==> src/rtl/flic_lrd_pkg.sv <==
// Shared types and constants for the FLI line run decoder.
// Request payload structs, config struct, phase enum, register indexes.
// No dependencies.
`default_nettype none

package flic_lrd_pkg;

    localparam int ADDR_W = 20;
    localparam int LEN_W  = 9;
    localparam int CFG_W  = 11;
    localparam int IDX_W  = 2;

    localparam logic [IDX_W-1:0] CFG_FRAME_WIDTH  = 2'd0;
    localparam logic [IDX_W-1:0] CFG_FRAME_HEIGHT = 2'd1;
    localparam logic [IDX_W-1:0] CFG_DELTA_MODE   = 2'd2;

    localparam logic [CFG_W-1:0] RST_FRAME_WIDTH  = 11'd320;
    localparam logic [CFG_W-1:0] RST_FRAME_HEIGHT = 11'd200;

    localparam logic [LEN_W-1:0] FULL_RUN = 9'd256;

    typedef enum logic [3:0] {
        PH_IDLE   = 4'd0,
        PH_DONE   = 4'd1,
        PH_HDR0   = 4'd2,
        PH_HDR1   = 4'd3,
        PH_HDR2   = 4'd4,
        PH_HDR3   = 4'd5,
        PH_PKTCNT = 4'd6,
        PH_SKIP   = 4'd7,
        PH_COUNT  = 4'd8,
        PH_FILL   = 4'd9,
        PH_LIT    = 4'd10
    } t_phase;

    typedef struct packed {
        logic [7:0] data_byte;
        logic       chunk_start;
    } t_in_item;

    typedef struct packed {
        logic [ADDR_W-1:0] span_addr;
        logic [LEN_W-1:0]  span_len;
        logic [7:0]        span_value;
        logic              span_valid;
        logic              done_res;
    } t_out_item;

    typedef struct packed {
        logic [CFG_W-1:0] frame_width;
        logic [CFG_W-1:0] frame_height;
        logic             delta_mode;
    } t_cfg;

endpackage

`default_nettype wire

==> src/rtl/flic_lrd_core.sv <==
// Decoder state registers and single-step next-state / span logic.
// Depends on flic_lrd_pkg.
`default_nettype none

module flic_lrd_core #(
    parameter int MAX_WIDTH  = 1024,
    parameter int MAX_HEIGHT = 1024
) (
    input  wire                     i_clk,
    input  wire                     i_rst_n,
    input  wire                     i_step,
    input  flic_lrd_pkg::t_in_item  i_item,
    input  flic_lrd_pkg::t_cfg      i_cfg,
    output logic                    o_res_valid,
    output flic_lrd_pkg::t_out_item o_res
);
    import flic_lrd_pkg::*;

    localparam logic [CFG_W:0] W_LIM = (MAX_WIDTH > 2047) ? 12'd2047 : 12'(MAX_WIDTH);
    localparam logic [CFG_W:0] H_LIM = (MAX_HEIGHT > 2047) ? 12'd2047 : 12'(MAX_HEIGHT);

    t_phase            r_phase, n_phase;
    logic [15:0]       r_lines, n_lines;
    logic [7:0]        r_packets, n_packets;
    logic [15:0]       r_column, n_column;
    logic [ADDR_W-1:0] r_row_base, n_row_base;
    logic [LEN_W-1:0]  r_lit_left, n_lit_left;
    logic [7:0]        r_hdr_low, n_hdr_low;
    logic              r_end_after, n_end_after;

    logic [CFG_W-1:0]  use_w;
    logic [CFG_W-1:0]  use_h;

    assign use_w = ({1'b0, i_cfg.frame_width} > W_LIM) ? W_LIM[CFG_W-1:0] : i_cfg.frame_width;
    assign use_h = ({1'b0, i_cfg.frame_height} > H_LIM) ? H_LIM[CFG_W-1:0] : i_cfg.frame_height;

    always_comb begin
        logic [7:0]        b;
        logic              w_en;
        logic              d_en;
        logic [ADDR_W-1:0] s_addr;
        logic [LEN_W-1:0]  s_len;
        logic [7:0]        s_val;
        logic              do_after_run;
        logic              do_end_line;
        logic [15:0]       lines_dec;
        logic [7:0]        pk_dec;
        logic [ADDR_W-1:0] base_inc;
        logic [ADDR_W-1:0] cur_addr;
        logic [26:0]       prod;
        t_phase            pkt_phase;
        logic              is_fill;
        logic [LEN_W-1:0]  raw_len;
        logic [LEN_W-1:0]  run_len;
        logic [16:0]       run_end;
        logic              clip;

        b            = i_item.data_byte;
        w_en         = 1'b0;
        d_en         = 1'b0;
        s_addr       = '0;
        s_len        = '0;
        s_val        = '0;
        do_after_run = 1'b0;
        do_end_line  = 1'b0;

        n_phase     = r_phase;
        n_lines     = r_lines;
        n_packets   = r_packets;
        n_column    = r_column;
        n_row_base  = r_row_base;
        n_lit_left  = r_lit_left;
        n_hdr_low   = r_hdr_low;
        n_end_after = r_end_after;

        if (i_item.chunk_start) begin
            n_lines     = '0;
            n_packets   = '0;
            n_column    = '0;
            n_row_base  = '0;
            n_lit_left  = '0;
            n_hdr_low   = '0;
            n_end_after = 1'b0;
            if (i_cfg.delta_mode) begin
                n_phase = PH_HDR0;
            end else begin
                n_lines = 16'(use_h);
                n_phase = PH_PKTCNT;
                if (use_h == '0) begin
                    n_phase = PH_DONE;
                    d_en    = 1'b1;
                end
            end
        end

        lines_dec = n_lines - 16'd1;
        pk_dec    = n_packets - 8'd1;
        base_inc  = n_row_base + ADDR_W'(use_w);
        cur_addr  = n_row_base + ADDR_W'(n_column);
        prod      = 27'({b, n_hdr_low}) * 27'(use_w);
        pkt_phase = i_cfg.delta_mode ? PH_SKIP : PH_COUNT;

        is_fill = i_cfg.delta_mode ? ((b == 8'd0) || b[7]) : !b[7];
        if (b == 8'd0) begin
            raw_len = FULL_RUN;
        end else if (b[7]) begin
            raw_len = FULL_RUN - {1'b0, b};
        end else begin
            raw_len = {1'b0, b};
        end
        run_end = {1'b0, n_column} + 17'(raw_len);
        clip    = run_end > 17'(use_w);
        if (!clip) begin
            run_len = raw_len;
        end else if (n_column < 16'(use_w)) begin
            run_len = LEN_W'(16'(use_w) - n_column);
        end else begin
            run_len = '0;
        end

        if (!d_en) begin
            unique case (n_phase)
                PH_HDR0: begin
                    n_hdr_low = b;
                    n_phase   = PH_HDR1;
                end
                PH_HDR1: begin
                    n_row_base = prod[ADDR_W-1:0];
                    n_phase    = PH_HDR2;
                end
                PH_HDR2: begin
                    n_hdr_low = b;
                    n_phase   = PH_HDR3;
                end
                PH_HDR3: begin
                    n_lines = {b, n_hdr_low};
                    if ({b, n_hdr_low} == 16'd0) begin
                        n_phase = PH_DONE;
                        d_en    = 1'b1;
                    end else begin
                        n_phase = PH_PKTCNT;
                    end
                end
                PH_PKTCNT: begin
                    n_column  = '0;
                    n_packets = b;
                    if (b == 8'd0) begin
                        do_end_line = 1'b1;
                    end else begin
                        n_phase = pkt_phase;
                    end
                end
                PH_SKIP: begin
                    n_column = n_column + 16'(b);
                    n_phase  = PH_COUNT;
                end
                PH_COUNT: begin
                    if (clip) begin
                        n_end_after = 1'b1;
                    end
                    n_lit_left = run_len;
                    if (is_fill) begin
                        n_phase = PH_FILL;
                    end else if (run_len == '0) begin
                        w_en    = 1'b1;
                        s_addr  = cur_addr;
                        n_phase = PH_DONE;
                        d_en    = 1'b1;
                    end else begin
                        n_phase = PH_LIT;
                    end
                end
                PH_FILL: begin
                    w_en         = 1'b1;
                    s_addr       = cur_addr;
                    s_len        = n_lit_left;
                    s_val        = b;
                    n_column     = n_column + 16'(n_lit_left);
                    n_lit_left   = '0;
                    do_after_run = 1'b1;
                end
                PH_LIT: begin
                    w_en       = 1'b1;
                    s_addr     = cur_addr;
                    s_len      = 9'd1;
                    s_val      = b;
                    n_column   = n_column + 16'd1;
                    n_lit_left = n_lit_left - 9'd1;
                    if (n_lit_left == '0) begin
                        do_after_run = 1'b1;
                    end
                end
                default: begin
                end
            endcase
        end

        if (do_after_run) begin
            if (n_end_after) begin
                n_phase = PH_DONE;
                d_en    = 1'b1;
            end else begin
                n_packets = pk_dec;
                if (pk_dec == 8'd0) begin
                    do_end_line = 1'b1;
                end else begin
                    n_phase = pkt_phase;
                end
            end
        end

        if (do_end_line) begin
            n_lines    = lines_dec;
            n_row_base = base_inc;
            if (lines_dec == 16'd0) begin
                n_phase = PH_DONE;
                d_en    = 1'b1;
            end else begin
                n_phase = PH_PKTCNT;
            end
        end

        o_res_valid      = w_en || d_en;
        o_res.span_addr  = s_addr;
        o_res.span_len   = s_len;
        o_res.span_value = s_val;
        o_res.span_valid = w_en;
        o_res.done_res   = d_en;
    end

    always_ff @(posedge i_clk) begin
        if (!i_rst_n) begin
            r_phase     <= PH_IDLE;
            r_lines     <= '0;
            r_packets   <= '0;
            r_column    <= '0;
            r_row_base  <= '0;
            r_lit_left  <= '0;
            r_hdr_low   <= '0;
            r_end_after <= 1'b0;
        end else if (i_step) begin
            r_phase     <= n_phase;
            r_lines     <= n_lines;
            r_packets   <= n_packets;
            r_column    <= n_column;
            r_row_base  <= n_row_base;
            r_lit_left  <= n_lit_left;
            r_hdr_low   <= n_hdr_low;
            r_end_after <= n_end_after;
        end
    end

endmodule

`default_nettype wire

==> src/rtl/flic_line_run_decoder_top.sv <==
// Top level of the FLI line run decoder: handshakes, config registers, I/O registers.
// Depends on flic_lrd_pkg and flic_lrd_core.
`default_nettype none

// Takes one chunk byte per request and returns at most one result (a span
// write, a chunk-done marker, or both) per byte. A new byte can be taken every
// cycle while the output side is not stalling; each byte passes an input
// register, one decode step against the state registers, and an output
// register. The decode step holds the 16x11 bit multiply of the delta start
// line by the frame width. Config writes are always ready and take effect at
// once; write them only while the block idles.
module flic_line_run_decoder_top #(
    parameter int MAX_WIDTH  = 1024,
    parameter int MAX_HEIGHT = 1024
) (
    input  wire                                   i_clk,
    input  wire                                   i_rst_n,
    input  wire                                   i_in_valid,
    output logic                                  o_in_stall,
    input  flic_lrd_pkg::t_in_item                i_in_data,
    output logic                                  o_out_valid,
    input  wire                                   i_out_stall,
    output flic_lrd_pkg::t_out_item               o_out_data,
    input  wire                                   i_cfg_valid,
    output logic                                  o_cfg_ready,
    input  wire  [flic_lrd_pkg::IDX_W-1:0]        i_cfg_index,
    input  wire  [flic_lrd_pkg::CFG_W-1:0]        i_cfg_data
);
    import flic_lrd_pkg::*;

    t_cfg      r_cfg;
    logic      r_in_valid;
    t_in_item  r_in;
    logic      r_out_valid;
    t_out_item r_out;

    logic      adv;
    logic      step_en;
    logic      in_take;
    logic      res_valid;
    t_out_item res;

    assign o_cfg_ready = 1'b1;

    always_ff @(posedge i_clk) begin
        if (!i_rst_n) begin
            r_cfg.frame_width  <= RST_FRAME_WIDTH;
            r_cfg.frame_height <= RST_FRAME_HEIGHT;
            r_cfg.delta_mode   <= 1'b0;
        end else if (i_cfg_valid) begin
            case (i_cfg_index)
                CFG_FRAME_WIDTH:  r_cfg.frame_width  <= i_cfg_data;
                CFG_FRAME_HEIGHT: r_cfg.frame_height <= i_cfg_data;
                CFG_DELTA_MODE:   r_cfg.delta_mode   <= i_cfg_data[0];
                default: begin
                end
            endcase
        end
    end

    assign adv        = !r_out_valid || !i_out_stall;
    assign step_en    = r_in_valid && adv;
    assign o_in_stall = r_in_valid && !adv;
    assign in_take    = i_in_valid && !o_in_stall;

    always_ff @(posedge i_clk) begin
        if (!i_rst_n) begin
            r_in_valid <= 1'b0;
        end else if (in_take) begin
            r_in_valid <= 1'b1;
        end else if (step_en) begin
            r_in_valid <= 1'b0;
        end
    end

    always_ff @(posedge i_clk) begin
        if (in_take) begin
            r_in <= i_in_data;
        end
    end

    flic_lrd_core #(
        .MAX_WIDTH  (MAX_WIDTH),
        .MAX_HEIGHT (MAX_HEIGHT)
    ) u_core (
        .i_clk       (i_clk),
        .i_rst_n     (i_rst_n),
        .i_step      (step_en),
        .i_item      (r_in),
        .i_cfg       (r_cfg),
        .o_res_valid (res_valid),
        .o_res       (res)
    );

    always_ff @(posedge i_clk) begin
        if (!i_rst_n) begin
            r_out_valid <= 1'b0;
        end else if (adv) begin
            r_out_valid <= step_en && res_valid;
        end
    end

    always_ff @(posedge i_clk) begin
        if (adv) begin
            r_out <= res;
        end
    end

    assign o_out_valid = r_out_valid;
    assign o_out_data  = r_out;

    a_res_kind: assert property (@(posedge i_clk) disable iff (!i_rst_n)
        o_out_valid |-> (o_out_data.span_valid || o_out_data.done_res))
        else $error("result with neither write nor done");

    a_nowrite_zero: assert property (@(posedge i_clk) disable iff (!i_rst_n)
        (o_out_valid && !o_out_data.span_valid) |->
            (o_out_data.span_addr == '0 && o_out_data.span_len == '0 &&
             o_out_data.span_value == '0))
        else $error("done-only result carries span fields");

    a_len_max: assert property (@(posedge i_clk) disable iff (!i_rst_n)
        o_out_valid |-> (o_out_data.span_len <= FULL_RUN))
        else $error("span length above full run");

    a_in_hold: assert property (@(posedge i_clk) disable iff (!i_rst_n)
        (r_in_valid && !adv) |=> (r_in_valid && $stable(r_in)))
        else $error("held request lost while output stalled");

endmodule

`default_nettype wire
==> config.mk <==
export PLATFORM = sky130hd
export DESIGN_NAME = flic_line_run_decoder_top
export DESIGN_NICKNAME = d
export VERILOG_FILES = /design/src/rtl/flic_lrd_pkg.sv /design/src/rtl/flic_lrd_core.sv /design/src/rtl/flic_line_run_decoder_top.sv
export SDC_FILE = /design/constraint.sdc
export NUM_CORES = 1
export LEC_CHECK = 0
export BUFFER_PORTS_ARGS = -buffer_cell sky130_fd_sc_hd__buf_2
export CAP_MARGIN = 5
export CORE_MARGIN = 3
export CORE_UTILIZATION = 25
export DETAILED_ROUTE_END_ITERATION = 10
export PLACE_DENSITY = 0.39
export SLEW_MARGIN = 0
export SYNTH_ARGS = -nofsm -noshare
export SYNTH_HDL_FRONTEND = slang
export SYNTH_SLANG_ARGS = --single-unit
==> constraint.sdc <==
create_clock -name i_clk -period 7.8 [get_ports i_clk]
set_clock_uncertainty 0.2 [all_clocks]
set_input_delay 1.17 -clock i_clk [delete_from_list [all_inputs] [get_ports i_clk]]
set_output_delay 1.17 -clock i_clk [all_outputs]
set_load 0.03 [all_outputs]
======== Word-level counts from Yosys, hierarchy flattened ========
Index checks and enable logic that the tools add are counted.
word-level totals
  register bits ........................... 155
  latch bits .............................. 0
  bits in writable memories ............... 0
  bits in read-only memories .............. 0
  input bits .............................. 27
  logic and storage cells ................. 153
  memories ................................ 0
operators by class
  add/subtract/negate cells ............... 11
  multipliers ............................. 1
  divide/modulo/power cells ............... 0
  magnitude comparators ................... 4
  eq/ne operators ......................... 11
  shift-type cells ........................ 0
  mux-type cells .......................... 78
  bitwise logic cells ..................... 1
  reductions and logical operators ........ 27
operator list
  cell                     number
  $mux W20                 6
  $mux W16                 6
  $mux W8                  8
  $pmux W16 S4             1
  $mux W9                  6
  $mux W4                  11
  $pmux W20 S2             1
  $mux W11                 3
  $logic_not A16 Y1        2
  $pmux W4 S7              1
  $mux W1                  27
  $pmux W9 S3              1
  $gt A11 B11 Y1 const B   2
  $add A20 B11 Y20         1
  $add A20 B16 Y20         1
  $mul A16 B11 Y20         1
  $logic_not A9 Y1         2
  $pmux W9 S2              1
  $add A16 B9 Y17          1
  $gt A17 B11 Y1           1
  $add A16 B1 Y16 const B  1
  $add A16 B8 Y16          1
  $add A16 B9 Y16          1
  $eq A4 B3 Y1 const B     4
  22 further kinds         43

======== Longest topological paths before layout ========
  depth in word-level cells ............... 17
  depth in mapped cells ................... 28
  depth with buffers taken out ............ 22

======== Hierarchy ========
A second synthesis with hierarchy kept.
unflattened totals
  cells, all modules ...................... 2,080
  area, all modules ....................... 16,579.7 um^2
by module, submodules not included
  module                     times used  cells an instance  area each (um^2)  sequential area each (um^2)
  flic_lrd_core              1           1,928              14,108.5          1,641.6
  flic_line_run_decoder_top  1           152                2,471.1           1,941.9

======== Worst setup path before layout ========
No wires, ideal clock.
  path type ............................... reg2reg
  start ................................... register r_in[0] in the netlist's numbering
  end ..................................... register u_core.r_row_base[19]
  data arrival time ....................... 6,816 ps
  path slack .............................. 709 ps
  cell stages (with the launch flop) ...... 29
  clock period less this slack ............ 7,091 ps
  cells stage by stage .................... edfxtp_1 -> buf_6 -> buf_2 -> buf_2 -> buf_2 -> clkbuf_1 -> buf_1 -> clkbuf_1 -> clkbuf_1 -> nor2b_1 -> nand2_1 -> fa_1 -> inv_1 -> fa_1 -> fa_1 -> inv_1 -> fa_1 -> inv_1 -> fa_1 -> ha_1 -> a21oi_1 -> nand2_1 -> o21a_1 -> a41o_1 -> o41ai_1 -> o21ai_0 -> xnor2_1 -> nand3_1 -> a31oi_1
between the ends
  word-level cells in the longest chain between the ends .. 9
RTL lines
  element                   line                             RTL
  start: declaration        flic_line_run_decoder_top.sv:33  t_in_item r_in;
  start signal: assignment  flic_line_run_decoder_top.sv:78  r_in <= i_in_data;
  $mux W16                  flic_lrd_core.sv:76              if (i_item.chunk_start) begin
  $add A16 B9 Y17           flic_lrd_core.sv:111             run_end = {1'b0, n_column} + 17'(raw_len);
  $gt A17 B11 Y1            flic_lrd_core.sv:112             clip = run_end > 17'(use_w);
  $mux W1                   flic_lrd_core.sv:158             if (clip) begin
  $mux W1                   flic_lrd_core.sv:122             unique case (n_phase)
  $mux W1                   flic_lrd_core.sv:121             if (!d_en) begin
  $mux W1                   flic_lrd_core.sv:199             if (n_end_after) begin
  $mux W1                   flic_lrd_core.sv:198             if (do_after_run) begin
  $mux W20 *                flic_lrd_core.sv:212             if (do_end_line) begin
  end signal: assignment    flic_lrd_core.sv:246             r_row_base <= n_row_base;
  end: declaration          flic_lrd_core.sv:26              logic [ADDR_W-1:0] r_row_base, n_row_base;
Mark *: on every way between the ends. The rest lies on a longest branch, timed or not.
A chain may end at the register's enable or synchronous reset.

======== Worst setup path after layout ========
Same ends and word-level chain as after synthesis.

==> results_dict.tcl <==
set metrics [dict create \
    status "complete, no violations" \
    grt_antenna_before_repair 1 \
    cts_root_buf "clkbuf_16" \
    setup_tns_ns 0 \
    pin_count 69 \
    finalSetupViolations 0 \
    tightest_slew_ns 1.06 \
    max_freq_mhz 144 \
    route.detailed.drc 0 \
    wl_per_cell_um 22.3 \
    cp.required_ns 8.01 \
    critPathBufInv 3 \
    cp-end-kind "flip-flop" \
    grt_pass1_vias 15242 \
    cts_buffers 17 \
    htreeDepth 4 \
    nNetsFinal 2340 \
    hp-class "flip-flop to flip-flop" \
    portBuffers 67 \
    hpwl_um 50200 \
    drv_slew 0 \
    syn_inst 2060 \
    path_max_fanout 10 \
    drt_wl_total_um 65900 \
    grt_setup_unrepaired "no" \
    drtIter0Drc 1002 \
    drt_pass1_iterations 8 \
    ff2ff_path_depth 20 \
    layout-drive-gt1-share 0.0855 \
    initial_core_util 0.253 \
    diodes 0 \
    crit_cells 20 \
    async_flop_share 0 \
    fin_crit_ns 6.92 \
    grt_pass1_wl_um 99700 \
    cts_tree "built" \
    synth-edff-count 48 \
    cts_setup_buffers 0 \
    drt-vias-per-instance 5.18 \
    worstSetupPathType "flip-flop to flip-flop" \
    ctsResizeCount 0 \
    path_cells "nor2b_1, nand2_1, fa_1, fa_1, inv_1, fa_1, inv_1, fa_1, inv_1, fa_1, ha_1, a21oi_1, nand2_1, o21a_1, a41o_1, o41ai_1, o21ai_0, xnor2_1, nand3_1, a31oi_1" \
    syn_area_sq_mm 0.0163 \
    insertion_delay_ns 0.49 \
    dpl.cell_count 2916 \
    numClockSinks 155 \
    crit_path_frequent_cell "fa_1" \
    yosys.cell_types.count 94 \
    yosysSeqAreaShare 0.219 \
    syn-num-nets 2320 \
    power_density_mw_per_mm2 131 \
    finalPower_uw 2400 \
    gp_congestion 0.887 \
    clockBufferDepth 2 \
    row_count 93 \
    die-area_sq_mm 0.0684 \
    relSlewSlack 0.290 \
    syn2layout_area_growth_pct 11.7 \
    slowest_delay_ns 0.85 \
    yosys_register_bits 155 \
    slowest_stage "nor2b_1" \
    path_delay_family "adder cells" \
    cts_hold_repair.buffers 0 \
    die_w_um 262 \
    clk_pin_slew_ns 0.07 \
    ys_warn_count 0 \
    core_sq_mm 0.0646 \
    grt_max_degree 83 \
    vias 15277 \
    max-vdd-ir-drop_mv 0.171 \
    synth_flop_cell "dfxtp_1" \
    hold-path-cell-count 2 \
    timing.final.crit_share 0.887 \
    overflow 0 \
    stdcell_count 2948 \
    maxCapViolations 0 \
    antenna_left 0 \
    cp-start-kind "flip-flop" \
    worstPathArrival_ns 7.14 \
    die_h_um 262 \
    power_leakage_uw 0.00777 \
    syn_area_per_cell_sq_um 7.93 \
    finalHoldViolations 0 \
    track_usage 0.196 \
]
## power breakdown
group | total, uW | internal (uW) | switching, uW
Combinational | 635 | 218 | 416
Sequential | 873 | 848 | 24.7
Clock | 891 | 505 | 386
Total | 2400 | 1570 | 827
## state kept, by name, indices dropped and copies added (netlist names)
signal and count:
r_cfg 23, u_core.r_end_after 1, u_core.r_column 16, u_core.r_row_base 20
u_core.r_lit_left 9, u_core.r_lines 16, r_in 9, o_out_data 39
u_core.r_hdr_low 8, u_core.r_packets 8, u_core.r_phase 4, o_out_valid 1
r_in_valid 1
## stage by stage
step / cell area (sq um) / hold WS [ns] / utilization / worst slack, ns
global route: 18200 / 0.278 / 0.283 / 0.471
CTS: 18200 / 0.254 / 0.283 / 0.889
finish: 18200 / 0.257 / 0.283 / 0.879
global placement: 17700 / 0.238 / 0.273 / 1.00
detailed placement: 17700 / 0.241 / 0.273 / 0.917
floorplan: 16300 / 0.223 / - / 0.709
## worst paths after layout
path / slack, ns / to / startpoint
worst max-delay path: 0.88 / u_core.r_row_base[19] / r_in[0]
worst max register to register: 0.88 / u_core.r_row_base[19] / r_in[0]
worst min-delay path: 0.26 / u_core.r_lines[2] / u_core.r_lines[2]
worst min register to register: 0.26 / u_core.r_lines[2] / u_core.r_lines[2]
## tightest hold or removal path: cells and delay by family, from the launching register on
kind | cells | cell delay [ns]
AND/OR/NAND/NOR | 1 | 0.05
AO/OA/AOI/OAI | 1 | 0.05
flip-flops | 1 | 0.31
## cell usage in the layout, fill, tap and decap left out, types with 48 or more instances in the layout
master and instances:
nand2_1 288, nor2_1 209, inv_1 156, a21oi_1 126, ha_1 122, fa_1 111, dfxtp_1 107, o21ai_0 86
buf_2 67, nor3_1 60, nor2b_1 59, xnor2_1 55, nand3_1 50, edfxtp_1 48
## layout make-up
class	instances	area [sq um]
Multi-Input combinational cell	1637	11700
Timing Repair Buffer	108	668
Fill cell	7029	46300
Inverter	161	604
Sequential cell	155	3580
Clock inverter	10	110
Clock buffer	22	485
Tap cell	855	1070
## metal layers
metal  part of all wire  GRT usage  routed length (um)  vias up
li1                   -          -                   -     7237
met2               0.45      0.312               29900      398
met4              0.019     0.0519                1270        0
met3              0.049     0.0282                3200       60
met1               0.48      0.276               31500     7582
met5                  0          0                   0        -
## cells in the mapped netlist (10+ instances only)
cell type | count | share of area
nand2_1 | 290 | 0.067
nor2_1 | 210 | 0.048
inv_1 | 157 | 0.036
a21oi_1 | 127 | 0.039
ha_1 | 122 | 0.093
fa_1 | 111 | 0.14
dfxtp_1 | 107 | 0.13
o21ai_0 | 86 | 0.026
clkbuf_1 | 84 | 0.019
nor3_1 | 60 | 0.018
nor2b_1 | 59 | 0.023
xnor2_1 | 55 | 0.029
nand3_1 | 50 | 0.015
edfxtp_1 | 48 | 0.088
a211oi_1 | 36 | 0.017
a21o_1 | 31 | 0.014
a22oi_1 | 27 | 0.012
and2_1 | 26 | 0.010
xor2_1 | 25 | 0.013
o21a_1 | 24 | 0.011
a31oi_1 | 21 | 0.0080
nor4_1 | 19 | 0.0073
and3_1 | 17 | 0.0065
o211ai_1 | 16 | 0.0074
o31ai_1 | 15 | 0.0069
nand2b_1 | 14 | 0.0054
or3_1 | 11 | 0.0042
buf_2 | 10 | 0.0031
## cell families after synthesis
| logic type | after synthesis | synth area share |
|---|---|---|
| other | 1 | 0.000230 |
| buffers and inverters | 268 | 0.0643 |
| AND/OR/NAND/NOR | 820 | 0.236 |
| flip-flops | 155 | 0.219 |
| multiplexers | 9 | 0.00582 |
| AO/OA/AOI/OAI | 494 | 0.202 |
| adder cells (fa/ha/maj) | 233 | 0.230 |
| XOR/XNOR | 80 | 0.0429 |
No activity file was read; power rests on OpenSTA's default activity.
